## src/sv/ppeq_ram.sv

```systemverilog
// Generic single-clock RAM with one write port and one registered read port.
// Stand-alone; used for the event store and the pointer memory.
`default_nettype none

module ppeq_ram #(
  parameter int WIDTH = 8,
  parameter int DEPTH = 16
) (
  input  wire logic                                       clk,
  input  wire logic                                       we,
  input  wire logic [((DEPTH > 1) ? $clog2(DEPTH) : 1)-1:0] waddr,
  input  wire logic [WIDTH-1:0]                           wdata,
  input  wire logic                                       re,
  input  wire logic [((DEPTH > 1) ? $clog2(DEPTH) : 1)-1:0] raddr,
  output logic      [WIDTH-1:0]                           rdata
);

  logic [WIDTH-1:0] mem_r [DEPTH];

  // A read at the address being written returns the old word.
  always_ff @(posedge clk) begin
    if (we) begin
      mem_r[waddr] <= wdata;
    end
    if (re) begin
      rdata <= mem_r[raddr];
    end
  end

endmodule

`default_nettype wire

```

## config.mk

```make
export PLATFORM = sky130hd
export DESIGN_NAME = ppeq_ram
export DESIGN_NICKNAME = d
export VERILOG_FILES = /design/src/sv/ppeq_ram.sv
export SDC_FILE = /design/constraint.sdc
export NUM_CORES = 1
export LEC_CHECK = 0
export ABC_AREA = 1
export BUFFER_PORTS_ARGS = -buffer_cell sky130_fd_sc_hd__buf_2
export CORE_UTILIZATION = 31
export CTS_BUF_LIST = sky130_fd_sc_hd__clkbuf_4 sky130_fd_sc_hd__clkbuf_8 sky130_fd_sc_hd__clkbuf_16
export CTS_CLUSTER_SIZE = 28
export DETAILED_ROUTE_END_ITERATION = 8
export SYNTH_ARGS = -nofsm -noshare
export SYNTH_HDL_FRONTEND = slang
export SYNTH_SLANG_ARGS = --single-unit
export TNS_END_PERCENT = 5
```

## constraint.sdc

```tcl
create_clock -name clk -period 1.26 [get_ports clk]
set_input_delay 0.252 -clock clk [delete_from_list [all_inputs] [get_ports clk]]
set_output_delay 0.252 -clock clk [all_outputs]
set_load 0.05 [all_outputs]
```

After elaboration in Yosys (flattened, before gate mapping)
Memories as Yosys holds them, arrays and structs flattened. A register that Yosys moved wholly into a read port is not among the register bits.
Cells that the tools add are included.
- logic and storage cells: 3
- register bits after elaboration: 0
- memories kept: 1
- input port bits: 19
- output and inout bits: 8
- bits in writable memories: 128
- memories (name ; words ; width ; read ports ; clocked after memory_dff ; write ports ; RTL line ; text):
    mem_r ; 16 ; 8 ; 1 ; 1 ; 1 ; 18 ; logic [WIDTH-1:0] mem_r [DEPTH];
- mux-type cells: 2
- operators with widths (kind ; count):
    1-bit two-way mux ; 2

Longest topological paths before layout
Gate-level depths: netlist of the first run.
- word-level depth: 2
- gate-level depth with buffers: 8
- depth with buffers taken out: 7

Worst setup path after synthesis of the first run
Ideal clock, no wire load.
- path kind: input -> register
- from: in waddr[3] (netlist bit)
- to: mem mem_r[4][0] (enable)
- data required time: 0.890 ns
- setup time: 0.370 ns
- setup slack: 0.057 ns
- stages on the path: 2
- arrival: 0.833 ns
- buffers on the path: 0
- path through: nand3b_1 > nor2_1
- RTL lines (item ; RTL line ; text):
    start, declared ; 11 ; input wire logic [((DEPTH > 1) ? $clog2(DEPTH) : 1)-1:0] waddr,
    end, declared ; 18 ;
Straight into the memory's write port.

Worst setup path after layout of the first run
- from: reg rdata[2], read port of mem_r
- to: out rdata[2]
- RTL lines (item ; RTL line ; text):
    start, declared ; 15 ; output logic [WIDTH-1:0] rdata
No word-level cell between the ends.

==> flow_summary.ini, run 1 <==
[worst_setup_path]
path_buf_inv = 1
cp_data_required_time_ps = 1010
r2r_cells = 6
timing.rr.end = rdata[4]$_DFFE_PP_
criticalPathCategory = flip-flop to output port
end_kind = output port
crit_family = flip-flops
cp-startpoint = rdata[2]$_DFFE_PP_
setup.worst_path.start_class = flip-flop
cpPeakStageDelay_ps = 460
cp.arrival_ps = 1070
r2r_start = mem_r[5][4]$_DFFE_PP_
cp_max_fo = 1
cp_cell_sequence = buf_6
rrSetupSlack_ps = 60
critPathSlowestCell = edfxtp_1

[floorplan]
io_pins = 27
fp.dieW_um = 139
initial_core_util_pct = 32.1
die_area_um2 = 19400
fp.dieH_um = 139
rows = 49
core_um2 = 18200

[global_route]
antenna_found_initial = 0
grt_pass1_wl_um = 21900
grt_usage_pct = 15.4
grt_max_degree = 33
overflow = 0
grt_pass1_vias = 3981

[yosys]
ys_types = 11
ys_ff_latch = 136
synth-simple-area-share_pct = 20.8
synth_area_um2 = 5850
synth_xor_area_share_pct = 0
synth_fa_ha_area_share_pct = 0
synthCells = 551
synth_nets = 570
synth_top_family_by_area = simple AND/OR/NAND/NOR gates
synth_warnings = 0
syn_avg_cell_area_um2 = 10.6
synth_compound_area_share_pct = 0
synth-seq-area-share_pct = 69.8
muxShareOfSynthArea_pct = 0

[cts]
cts_buffers = 17
insertion_delay_ps = 410
clk_pin_slew_ps = 60
cts_max_path_buffers = 2
cts_root_buf = clkbuf_16
cts_tree = built
cts_sinks = 136
postCtsSetupBuffers = 0
hold_buffers = 0
ctsHtreeMaxLevel = 4

[placed_design]
place_inst = 813
dpl-instance-area_um2 = 6370
routabilityCongestion = 0.884
hpwl_um = 9150
port_buffers = 26

[power_and_ir_drop]
power.total_mw = 11.0
p_leak_nw = 3.02
ir_drop_mv = 0.977
pwr_density_cell_nw_per_um2 = 1570

[status]
outcome = finished, violations left
violations = setup timing

[route]
drtPass1Iterations = 5
via_count = 3940
routed_wl_um = 14100
wl_per_cell_um = 16.6
via_per_inst = 4.66
drt-initial-drc-count = 449
drc = 0
postRouteAntennaNets = 0

[timing]
slew_viol_final = 0
fin_skew_ps = 6.92
relSlewSlack_pct = 59.2
worstMarginPinSlew_ps = 611
finalCritPeriodShare_pct = 105
setup_viol = 6
fin_ws_ps = -58.7
fin_crit_ps = 1320
clock.fmax_mhz = 758
rsz0062_at_grt = yes
finalHoldViolCount = 0

[cells_and_area]
diodes = 0
fin_util_pct = 38.6
drive_above_1_share_pct = 14.3
syn2layout_area_growth_pct = 20.1
fin_nets = 622
fin_area_um2 = 7020
fin_cells = 845

[min_path]
hp-start = re
min_to = rdata[4]$_DFFE_PP_
hold_path.class = input port to flip-flop
timing.hold.worst_path_depth = 1

[run]
drv_cap = 0
synth_stat cells:
cell type,number,area share [%]
nand3_1,97,8.3
inv_1,100,6.4
nor2_1,17,1.1
buf_2,13,1.1
buf_4,4,0.51
inv_2,2,0.13
nand2_1,173,11
edfxtp_1,136,70
nand3b_1,2,0.26
buf_1,1,0.064
buf_6,6,1.2
what timing repair did:
item	in CTS	in global routing
setup endpoints to repair	7	8
resized for setup	14	0
cloned	0	0
layout make-up:
type | instances | area, um2
clock inverters | 11 | 154
multi-input cells | 289 | 1210
well taps | 229 | 287
inverters | 102 | 383
clock buffers | 21 | 455
fillers | 1757 | 11200
repair buffers | 57 | 444
flip-flops and latches | 136 | 4080
power by group:
part           leakage (nW)  switching, mW  internal [mW]
Combinational          1.48          0.526          0.227
Sequential             1.24         0.0412           5.10
Clock                 0.301           1.76           3.36
metal layers:
metal	vias to the layer above	part of all wire (%)	wire length, um	global-route usage, %
met2	144	46	6420	23.9
met1	1890	47	6550	21.2
met4	0	1.9	265	5.96
li1	1887	-	-	-
met5	-	0	0	0
met3	19	5.9	827	3.17
sequential cells by signal (all words and copies together) (netlist names):
register / count
mem_r: 128
rdata: 8
through the flow:
stage | hold slack [ps] | TNS [ps] | worst slack [ps]
6_report | 215 | -205 | -58.7
5_1_grt | 196 | -323 | -66.8
4_1_cts | 202 | -184 | -38.6
3_5_place_dp | 630 | -3580 | -260
3_3_place_gp | 621 | -3190 | -243
2_1_floorplan | 351 | 0 | 57.2
worst max path at each step:
stage | end | slack [ps] | depth (start not counted)
5_1_grt | rdata[1] | -70 | 1
2_1_floorplan | mem_r[4][0]$_DFFE_PP_ | 60 | 2
4_1_cts | rdata[1] | -40 | 1
3_5_place_dp | rdata[4]$_DFFE_PP_ | -260 | 8
3_3_place_gp | rdata[4]$_DFFE_PP_ | -240 | 8
6_report | rdata[2] | -60 | 1
layout by cell type (no fill, tap or decap), types with 7 or more instances in the layout:
cell type / instances
inv_1: 100
nand3_1: 97
buf_6: 7
buf_2: 19
nor2_1: 17
clkbuf_16: 17
buf_4: 28
nand2_1: 173
edfxtp_1: 136
cell families (layout without fill, tap and decap cells):
logic type    Yosys count  after routing
simple gates          289            289
flops                 136            136
buf+inv               126            191
(Power assumes the default switching activity.)
==> inputs of run 2 (changes only) <==
clock period = 1.3 ns   (was 1.26 ns; I/O delays follow)
==> run 2 against run 1 <==
The flow still finishes with violations (setup timing). Non-clock buffer count is the same. Clock power is 11% lower. Count of clock-buffer cells in the layout unchanged. Clock skew rose by 7.7 ps. Largest cell class unchanged. Worst setup slack better by 38 ps. Worst hold slack gained 14 ps. Sequential power decreased by 3%. Wire length about the same. Critical path depth stayed put. Combinational power shrank 3.1%. Flip-flop and latch count unchanged.
==> flow_summary.ini, run 2 (synthesized netlist as in run 1, its figures left out) <==
[worst_setup_path]
cp.arrival_ps = 1060
cp_cell_sequence = buf_6
path_buf_inv = 1
setup.worst_path.start_class = flip-flop
critPathSlowestCell = edfxtp_1
cp_max_fo = 1
criticalPathCategory = flip-flop to output port
end_kind = output port
crit_family = flip-flops
rrSetupSlack_ps = 100
cp_data_required_time_ps = 1040
cpPeakStageDelay_ps = 460

[route]
drc = 0
drt-initial-drc-count = 361
postRouteAntennaNets = 0
via_per_inst = 4.72
drtPass1Iterations = 5
wl_per_cell_um = 16.7
via_count = 3980
routed_wl_um = 14100

[placed_design]
hpwl_um = 9190
port_buffers = 26
post-place-ws_ps = -224
dpl-instance-area_um2 = 6370
routabilityCongestion = 0.883

[floorplan]
core_um2 = 18200
fp.dieH_um = 139
initial_core_util_pct = 32.1
die_area_um2 = 19400
io_pins = 27
fp.dieW_um = 139
rows = 49

[cts]
postCtsSetupBuffers = 0
hold_buffers = 0
cts_max_path_buffers = 2
cts_root_buf = clkbuf_16
cts_sinks = 136
clk_pin_slew_ps = 60
ctsHtreeMaxLevel = 4
cts_buffers = 17
cts_tree = built
insertion_delay_ps = 410

[timing]
finalHoldViolCount = 0
setup_viol = 2
fin_ws_ps = -20.7
slew_viol_final = 0
rsz0062_at_grt = yes
finalCritPeriodShare_pct = 102
worstMarginPinSlew_ps = 592
fin_crit_ps = 1320
fin_skew_ps = 14.6
setup_tns_ps = -40.2
relSlewSlack_pct = 60.5
clock.fmax_mhz = 757

[cells_and_area]
diodes = 0
drive_above_1_share_pct = 14.3
final_common_cell = nand2_1
fin_util_pct = 38.3
top_register = mem_r
syn2layout_area_growth_pct = 19.2
fin_nets = 622
fin_area_um2 = 6970
reg_top3 = mem_r: 128 flops, rdata: 8 flops
layout_common_cells = nand2_1, edfxtp_1, inv_1, nand3_1, buf_4
largest_reg_flops = 128

[power_and_ir_drop]
p_leak_nw = 2.99
pwr_density_cell_nw_per_um2 = 1470
ir_drop_mv = 0.823

[status]
outcome = finished, violations left
violations = setup timing

[global_route]
grt_pass1_wl_um = 22200
antenna_found_initial = 0
grt_max_degree = 33
overflow = 0
grt_usage_pct = 15.7
grt_pass1_vias = 4100

[min_path]
hold_path.class = input port to flip-flop

[run]
drv_cap = 0
run 2: cell types whose count changed in the layout (fill, tap and decap cells not counted), sizes merged:
cell | previous run | this run
bufinv | 4 | 2
clkinv | 6 | 5
clkinvlp | 1 | 3
run 2: per-stage QoR:
| step | instances | total power, mW | hold slack (ps) |
|---|---|---|---|
| finish | 844 | 10.3 | 229 |
| global route | 844 | 10.6 | 200 |
| CTS | 844 | 10.3 | 211 |
| detailed placement | 813 | 5.78 | 641 |
| global placement | 813 | 5.76 | 629 |
| floorplan | 551 | 5.47 | 359 |
run 2: layout make-up:
class / instances / area [um2]
multi-input cells: 289 / 1210
repair buffers: 57 / 444
fillers: 1743 / 11200
clock inverters: 10 / 105
flip-flops and latches: 136 / 4080
inverters: 102 / 383
well taps: 229 / 287
clock buffers: 21 / 455
run 2: report_power, final:
group	switching, mW	internal (mW)
Clock	1.69	2.87
Sequential	0.0390	4.94
Combinational	0.509	0.220
Total	2.24	8.03
run 2: repair_timing:
item / CTS / global route
gates resized for setup: 13 / 1
pin swaps: 0 / 0
endpoints found under the setup margin: 7 / 7
run 2: routing by layer:
layer | global-route usage (%) | share of wire [%] | vias up
met5 | 0 | 0 | -
met4 | 5.32 | 1.3 | 0
met3 | 3.89 | 5.7 | 12
met2 | 24.9 | 48 | 126
met1 | 21.0 | 45 | 1957
li1 | - | - | 1885
run 2: path summary, 6_finish.rpt:
path | start | end | cells past startpoint
max | rdata[1]$_DFFE_PP_ | rdata[1] | 1
min | re | rdata[3]$_DFFE_PP_ | 1
max reg2reg | mem_r[3][4]$_DFFE_PP_ | rdata[4]$_DFFE_PP_ | 6
min reg2reg | mem_r[4][1]$_DFFE_PP_ | rdata[1]$_DFFE_PP_ | 6
==> inputs of run 3 (changes only) <==
ABC_AREA = not set   (was 1)
==> run 3 against run 2 <==
The run still ends with setup timing left. Maximum frequency decreased by 5.6%. Power fell by 1.7%. Flip-flop and latch count unchanged. Non-clock buffer count shrank 4. Clock skew decreased by 6.7 ps. Sequential share of layout area rose by 5.0 points. Combinational power shrank 20%. Die area fell by 10%. Global-route usage fell by 2.6 points. Synthesized area down 11%. Final cell count decreased by 38%. Clock power barely moved. Critical path type is now flip-flop to flip-flop. Critical endpoint is now rdata[3]$_DFFE_PP_. Largest cell class unchanged. Highest routed layer unchanged.
==> flow_summary.ini, run 3 <==
[cts]
cts_max_path_buffers = 2
clk_pin_slew_ps = 60
cts_root_buf = clkbuf_16
ctsHtreeMaxLevel = 4
cts_buffers = 17
insertion_delay_ps = 410
cts_tree = built
cts_sinks = 136

[global_route]
overflow = 0
antenna_found_initial = 0
grt_usage_pct = 13.2
grt_max_degree = 26
grt_pass1_wl_um = 16000
grt_pass1_vias = 2593

[placed_design]
routabilityCongestion = 0.744
post-place-ws_ps = -504
port_buffers = 26
hpwl_um = 6720

[power_and_ir_drop]
p_leak_nw = 2.12
pwr_density_cell_nw_per_um2 = 1570
power.total_mw = 10.1
ir_drop_mv = 0.919

[yosys]
synth_area_leaders = edfxtp_1, mux4_2, mux4_1
synth_top_area_cell = edfxtp_1
synth_area_um2 = 5230
synthMostInstantiatedCell = edfxtp_1
async_flop_share_pct = 0
synth_enable_flop_cells = 136
synth-main-ff-cell = edfxtp_1
ys_types = 18
synth_nets = 248
syn_avg_cell_area_um2 = 22.8
synth-seq-area-share_pct = 78.1
ys_ff_latch = 136
ys_top_cells_by_count = edfxtp_1, mux4_2, a22oi_1
netlist.area_leader.share_pct = 78.1
synthCells = 229
synth_warnings = 0

[floorplan]
io_pins = 27
fp.dieH_um = 132
initial_core_util_pct = 31.6
core_um2 = 16500
fp.dieW_um = 132
rows = 47
die_area_um2 = 17400

[worst_setup_path]
cpPeakStageDelay_ps = 490
cp_data_required_time_ps = 1450
cp_max_fo = 1
end_kind = flip-flop
critPathSlowestCell = mux4_2
criticalPathCategory = flip-flop to flip-flop
cp.arrival_ps = 1550
cp_cell_sequence = mux4_2 > a22oi_2 > nand2_1
setup.worst_path.start_class = flip-flop

[timing]
rsz0062_at_grt = yes
fin_crit_ps = 1400
clock.fmax_mhz = 715
finalHoldViolCount = 0
fin_skew_ps = 7.90
fin_ws_ps = -99.2
setup_viol = 8
holdWs_ps = 230
slew_viol_final = 0
finalCritPeriodShare_pct = 108
relSlewSlack_pct = 38.9
worstMarginPinSlew_ps = 915

[cells_and_area]
fin_util_pct = 38.9
diodes = 0
largest_reg_flops = 128
reg_top3 = mem_r: 128 flops, rdata: 8 flops
syn2layout_area_growth_pct = 23.0
drive_above_1_share_pct = 41.4
layout_common_cells = edfxtp_1, mux4_2, buf_2, buf_4, clkbuf_16
final_common_cell = edfxtp_1
fin_nets = 310
top_register = mem_r

[route]
drtPass1Iterations = 4
routed_wl_um = 10400
drc = 0
via_count = 2427
wl_per_cell_um = 19.9
drt-initial-drc-count = 177
via_per_inst = 4.63
postRouteAntennaNets = 0

[min_path]
hold_path.class = input port to flip-flop

[run]
drv_cap = 0

[status]
outcome = finished, violations left
violations = setup timing
## run 3: cell types whose count changed after synthesis, moves of 10 or more
cell | before | now
buf_2 | 13 | 3
mux4_1 | 0 | 14
nand3_1 | 97 | 1
nand2_1 | 173 | 9
a22oi_1 | 0 | 16
mux4_2 | 0 | 18
inv_1 | 100 | 0
## run 3: cell families (layout without fill, tap and decap cells)
| group | Yosys count | in the layout | share of synthesized area [%] |
|---|---|---|---|
| AOI/OAI and AO/OA | 16 | 16 | 2.30 |
| buffers and inverters | 10 | 85 | 1.65 |
| DFF | 136 | 136 | 78.1 |
| muxes | 32 | 32 | 14.8 |
| and+or+nand+nor | 35 | 35 | 3.14 |
## run 3: timing repair
action | in CTS | in global routing
endpoints found under the setup margin | 11 | 12
hold buffers | 0 | 0
gates resized for setup | 11 | 2
buffers inserted | 0 | 0
## run 3: through the flow
step           cell area, um2  setup TNS [ps]  instances
6_report                 6430            -687        524
5_1_grt                  6430           -1220        524
4_1_cts                  6420            -792        524
3_5_place_dp             5810          -15110        492
3_3_place_gp             5810          -14220        492
2_1_floorplan            5230           -4810        229
## run 3: layer usage
metal	part of all wire, %	up-vias	track usage, %
met4	0.59	0	4.65
met3	6.6	5	4.46
met1	44	1252	17.6
met5	0	-	0
met2	48	71	20.0
li1	-	1099	-
## run 3: power breakdown
group / switching [mW] / total (mW) / internal [mW]
sequential: 0.0273 / 4.97 / 4.94
clock: 1.70 / 4.55 / 2.84
combinational: 0.348 / 0.584 / 0.236
total: 2.08 / 10.1 / 8.02
## run 3: final timing paths
kind	from	end	slack, ps	depth (start not counted)
worst max register to register	mem_r[3][3]$_DFFE_PP_	rdata[3]$_DFFE_PP_	-100	3
worst min-delay path	wdata[3]	mem_r[7][3]$_DFFE_PP_	230	1
worst min register to register	mem_r[4][1]$_DFFE_PP_	rdata[1]$_DFFE_PP_	750	3
worst max-delay path	mem_r[3][3]$_DFFE_PP_	rdata[3]$_DFFE_PP_	-100	3
## run 3: worst max-delay path: cells and delay by family, from the launching register on
kind | cells | cell delay (ps)
compound gates | 1 | 200
flops | 1 | 360
mux | 1 | 490
simple gates | 1 | 90
## run 3: layout make-up
cell class | instances | area (um2)
clock buffers | 19 | 440
fillers | 1475 | 10100
flip-flops and latches | 136 | 4080
repair buffers | 53 | 442
clock inverters | 13 | 131
well taps | 220 | 275
multi-input cells | 83 | 1050
